`src/rtl/fvnh_pkg.sv`:
```
// Package of the fractal value noise height block.
// Holds configuration types, register indexes, reset values and the reciprocal table.
// Depends on nothing.
package fvnh_pkg;

   localparam int MAX_OCTAVES_DEF = 8;
   localparam int FRAC_BITS_DEF   = 16;
   localparam int RECIP_BITS      = 21;
   localparam int CSR_IDX_W       = 3;
   localparam int CSR_DATA_W      = 16;
   localparam int NOCT_W          = 5;

   typedef enum logic [CSR_IDX_W-1:0] {
      CSR_BASE_FREQ  = 3'd0,
      CSR_NUM_OCT    = 3'd1,
      CSR_HT_SCALE   = 3'd2,
      CSR_HT_OFFSET  = 3'd3,
      CSR_MAX_HEIGHT = 3'd4
   } csr_idx_type;

   localparam logic [15:0] RST_BASE_FREQ  = 16'd655;
   localparam logic [3:0]  RST_NUM_OCT    = 4'd5;
   localparam logic [7:0]  RST_HT_SCALE   = 8'd20;
   localparam logic [7:0]  RST_HT_OFFSET  = 8'd10;
   localparam logic [7:0]  RST_MAX_HEIGHT = 8'd99;

   // Settings used by the final normalization and output stages.
   typedef struct packed {
      logic [NOCT_W-1:0] noct;
      logic [7:0]        scale;
      logic signed [7:0] offset;
      logic [7:0]        max_h;
   } cfg_type;

   // Rounded reciprocal of the weight sum 2^n - 1, scaled by 2^21, indexed by n - 1.
   function automatic logic [RECIP_BITS:0] recip_rom(input logic [3:0] k);
      logic [RECIP_BITS:0] r;
      unique case (k)
         4'd0:  r = 22'd2097152;
         4'd1:  r = 22'd699051;
         4'd2:  r = 22'd299593;
         4'd3:  r = 22'd139810;
         4'd4:  r = 22'd67650;
         4'd5:  r = 22'd33288;
         4'd6:  r = 22'd16513;
         4'd7:  r = 22'd8224;
         4'd8:  r = 22'd4104;
         4'd9:  r = 22'd2050;
         4'd10: r = 22'd1025;
         4'd11: r = 22'd512;
         4'd12: r = 22'd256;
         4'd13: r = 22'd128;
         4'd14: r = 22'd64;
         default: r = 22'd32;
      endcase
      return r;
   endfunction

endpackage

```
`src/rtl/fvnh_norm.sv`:
```
// Weighted octave sum, normalization, scaling, rounding and clamping.
// Six register stages. Depends on fvnh_pkg.
module fvnh_norm #(
   parameter int MAX_OCTAVES = fvnh_pkg::MAX_OCTAVES_DEF,
   parameter int FRAC_BITS   = fvnh_pkg::FRAC_BITS_DEF
) (
   input  logic                        clock,
   input  logic                        en,
   input  fvnh_pkg::cfg_type           cfg,
   input  logic signed [FRAC_BITS+2:0] smp [MAX_OCTAVES],
   output logic [7:0]                  height
);
   import fvnh_pkg::*;

   localparam int F  = FRAC_BITS;
   localparam int SW = F + 3;
   localparam int TW = SW + MAX_OCTAVES;
   localparam int PW = TW + RECIP_BITS + 2;
   localparam int NW = F + 4;
   localparam int HW = NW + 10;
   localparam int RW = HW - F;

   logic signed [TW-1:0] tot_ff, tot_in;
   logic signed [PW-1:0] prod_ff;
   logic signed [NW-1:0] norm_ff;
   logic signed [NW+8:0] hs_ff;
   logic signed [RW-1:0] rnd_ff;
   logic                 neg_ff;
   logic [7:0]           out_ff;
   logic signed [PW-1:0] prod_r;
   logic signed [HW-1:0] h_c;

   always_comb begin
      tot_in = '0;
      for (int i = 0; i < MAX_OCTAVES; i++) begin
         if (NOCT_W'(i) < cfg.noct) begin
            tot_in = tot_in + (TW'(smp[i]) <<< (cfg.noct - NOCT_W'(i) - NOCT_W'(1)));
         end
      end
      prod_r = (prod_ff + (PW'(1) <<< (RECIP_BITS - 1))) >>> RECIP_BITS;
      h_c = HW'(hs_ff) + (HW'(cfg.offset) <<< F);
   end

   always_ff @(posedge clock) begin
      if (en) begin
         tot_ff  <= tot_in;
         prod_ff <= PW'(tot_ff) * $signed({1'b0, recip_rom(4'(cfg.noct - NOCT_W'(1)))});
         norm_ff <= NW'(prod_r);
         hs_ff   <= norm_ff * $signed({1'b0, cfg.scale});
         neg_ff  <= h_c[HW-1];
         rnd_ff  <= RW'((h_c + (HW'(1) <<< (F - 1))) >>> F);
         if (neg_ff) begin
            out_ff <= 8'd0;
         end else if (rnd_ff > $signed({1'b0, RW'(cfg.max_h)})) begin
            out_ff <= cfg.max_h;
         end else begin
            out_ff <= rnd_ff[7:0];
         end
      end
   end

   assign height = out_ff;

endmodule

```
`config.mk`:
```
export PLATFORM = sky130hd
export DESIGN_NAME = fvnh_norm
export DESIGN_NICKNAME = d
export VERILOG_FILES = /design/src/rtl/fvnh_pkg.sv /design/src/rtl/fvnh_norm.sv
export SDC_FILE = /design/constraint.sdc
export NUM_CORES = 2
export LEC_CHECK = 0
export BUFFER_PORTS_ARGS = -buffer_cell sky130_fd_sc_hd__buf_2
export CAP_MARGIN = 15
export CELL_PAD_IN_SITES_DETAIL_PLACEMENT = 0
export CELL_PAD_IN_SITES_GLOBAL_PLACEMENT = 1
export CORE_MARGIN = 2
export CORE_UTILIZATION = 45
export CTS_CLUSTER_SIZE = 30
export DETAILED_ROUTE_END_ITERATION = 8
export GPL_TIMING_DRIVEN = 0
export PLACE_DENSITY = 0.83
export SYNTH_ARGS = -nofsm -noshare
export SYNTH_HDL_FRONTEND = slang
export SYNTH_SLANG_ARGS = --single-unit
```
`constraint.sdc`:
```
create_clock -name clock -period 13.9 [get_ports clock]
set_clock_uncertainty 0.15 [all_clocks]
set_input_delay 0.695 -clock clock [delete_from_list [all_inputs] [get_ports clock]]
set_output_delay 0.695 -clock clock [all_outputs]
set_load 0.02 [all_outputs]
```
==> results.toml <==
[cells_and_area]
regArea_um2 = 3153
final-instance-count-excl-fill = 7262
fin_area_um2 = 51710
finalNetCount = 7123
fin_util = 0.5163
area_delta_synth_final_pct = 13.66
final_cell_mix = "741 x inv_1, 730 x nand2_1, 578 x fa_1, 359 x ha_1, 349 x nor2_1"
multi_input_comb_area_um2 = 40230
drive_gt1_frac = 0.1446
final_common_cell = "inv_1"
fillers = 9678

[cts]
numCtsBuffers = 9
cts_tree = "yes"
cts_max_path_buffers = 2
htreeDepth = 3
cts_hold_buf = 0
clk_latency_ps = 390
cts_sinks = 105
root_buffer = "clkbuf_16"
clk_pin_slew_worst_paths_ps = 90

[place]
dpl.hpwl_um = 144500
dpl_cell_area_um2 = 48150
portBuffers = 180
placed_cells = 7096
finalWeightedCongestion = 1.015

[routing]
vias = 42650
top_layer = "met5"
dr.pass1.iters = 6
dr_wl_met3_um = 13670
drtIter0Drc = 3990
wire_per_inst_um = 23.92
drt-met1-wl_um = 70870
drc = 0
wl_met2_um = 78690
ant_nets = 0
finalWirelength_um = 173700
via_per_inst = 5.872

[synth]
synth-compound-area-share = 0.1497
synth_nets = 6787
synth_edf_count = 105
synth_area_um2 = 45490
ys_ff_latch = 105
synth_cell_types = 98
synth_top_family_by_area = "adder cells"
synthMuxAreaShare = 0.08048
seq_area_frac_synth = 0.06931
synthAdderAreaFrac = 0.3686
synth_cells = 5612
synthArstFlopShare = 0
yosys.area_share.simple = 0.1899
ys.flop_type = "edfxtp_1"
synth_area_per_cell_um2 = 8.106
yosysWarnings = 0
synthXorXnorAreaFrac = 0.05633

[hold_path]
hold-path-endpoint = "norm_ff[19]"
min_path_type = "register to register"
min_from = "prod_ff[40]"
whs_path_depth = 1

[worst_setup_path]
r2r_start = "tot_ff[15]"
cp.required_ps = 13900
critPathLaunchType = "input pin"
path_class = "input pin to register"
reg2regPathDepth = 23
slowest_stage = "buf_2"
crit_path_max_fanout = 19
r2r-end = "prod_ff[40]"
crit_top_cell = "xnor2_1"
slowest_delay_ps = 500
r2r_slack_ps = 5450
cp-end-kind = "register"
cp_data_arrival_time_ps = 13640

[sta]
fmax_ghz = 0.07331
min_period_ps = 13640
maxSlewViolCount = 0
hold_violations = 0
final.period_utilization = 0.9813
setup_viol = 0
maxSlewHeadroom = 0.1450
fin_tns_setup_ps = 0
worst_pin_slew_ps = 1273

[grt]
antenna_found_initial = 23
grt_start_max_net_pins = 69
overflow = 0
first_global_vias = 41980
grt_pass1_wl_um = 257700
grt_usage = 0.3310

[die]
dieHeight_um = 322.0
rows = 116
start_util = 0.4542
dieArea_um2 = 103700
io_pins = 191
coreArea_um2 = 100100
die_w_um = 322.0

[outcome]
status = "complete, no violations"

[run]
max_cap_violations = 0
[registers in the layout, summed over array words and instances, names as in the netlist]
register and cells:
hs_ff 14, neg_ff 1, rnd_ff 14, prod_ff 21, norm_ff 20, height 8, tot_ff 27
[timing repair]
action                                  in CTS  in global routing
endpoints found under the setup margin      23                 10
pin swaps                                   56                 90
buffers inserted                            99                 52
resized for setup                          304                186
[area by class of cell]
cell class                 instances  area share
clock buffer                       9    0.004356
tap                             1298     0.03141
multi-input combinational       4483      0.7781
sequential                       105     0.06098
buffer                           261     0.02626
inverter                         750     0.05466
timing repair buffer             338     0.04157
clock inverter                     7    0.002081
antenna                           11   0.0005324
[stage by stage]
stage	hold slack, ps	setup WS [ps]
after floorplan	376.9	11.32
after global placement	389.7	-5129
after detailed placement	408.7	-5145
after CTS	432.0	-4.758
after global routing	450.2	-95.06
final	419.9	260.0
[metal layers]
| layer | GRT usage | up-vias |
|---|---|---|
| met3 | 0.04345 | 389 |
| met2 | 0.5354 | 1900 |
| met4 | 0.1631 | 18 |
| li1 | - | 19290 |
| met5 | 0 | - |
| met1 | 0.4361 | 21050 |
[synth_stat cells (6+ instances only)]
cell type	count	share of area
mux2i_1	161	0.035
a22oi_1	11	0.0018
and4_1	6	0.0012
nand3_1	69	0.0076
clkbuf_1	196	0.016
o31ai_1	24	0.0040
o2111ai_1	8	0.0015
and3_1	26	0.0036
o21ai_1	9	0.00099
buf_2	25	0.0028
ha_1	412	0.11
o22ai_1	38	0.0052
xor2_1	86	0.017
nand2b_1	53	0.0073
a211o_1	7	0.0013
or3_1	20	0.0028
a21o_1	82	0.014
edfxtp_1	105	0.069
o21bai_1	35	0.0058
a311oi_1	6	0.0012
o211ai_1	54	0.0089
o32ai_1	6	0.0012
buf_1	47	0.0039
o211a_1	7	0.0015
or2_2	19	0.0026
nand4_1	20	0.0028
xnor2_1	194	0.037
or4_1	8	0.0013
o21a_1	47	0.0078
mux4_2	51	0.025
nor2b_1	100	0.014
a211oi_1	56	0.0092
a21oi_1	311	0.034
nand2_1	742	0.061
mux2_2	80	0.020
and2_1	319	0.044
inv_1	747	0.062
o31a_1	7	0.0013
o21ai_0	255	0.028
a31oi_1	26	0.0036
a21boi_0	12	0.0020
nor2_1	370	0.031
fa_1	580	0.26
nor3_1	63	0.0069
[worst max path at each step]
stage,from,to,slack (ps),cells after the start
after floorplan,cfg[24],tot_ff[26],10,73
after global placement,cfg[24],tot_ff[26],-5130,75
after detailed placement,cfg[24],tot_ff[26],-5140,72
after CTS,cfg[24],tot_ff[26],-5,75
after global routing,cfg[24],tot_ff[26],-100,76
final,cfg[24],tot_ff[26],260,64
[worst max-delay path: cells and delay by family]
family / cells / cell delay, ps
buffers and inverters: 13 / 2650
AOI/OAI and AO/OA: 23 / 4260
adders and majority gates: 7 / 2190
and+or+nand+nor: 10 / 1590
muxes: 5 / 1440
xor gates and xnor gates: 6 / 710
[kinds of logic after synthesis]
kind of cell               after synthesis
AOI/OAI and AO/OA                     1073
buffers and inverters                 1024
xor gates and xnor gates               286
DFF                                    105
muxes                                  292
adders and majority gates              992
and+or+nand+nor                       1840
Power is left out: the tool's default activity adds up to more than one toggle a clock period on the data nets, which glitch-free logic cannot reach.
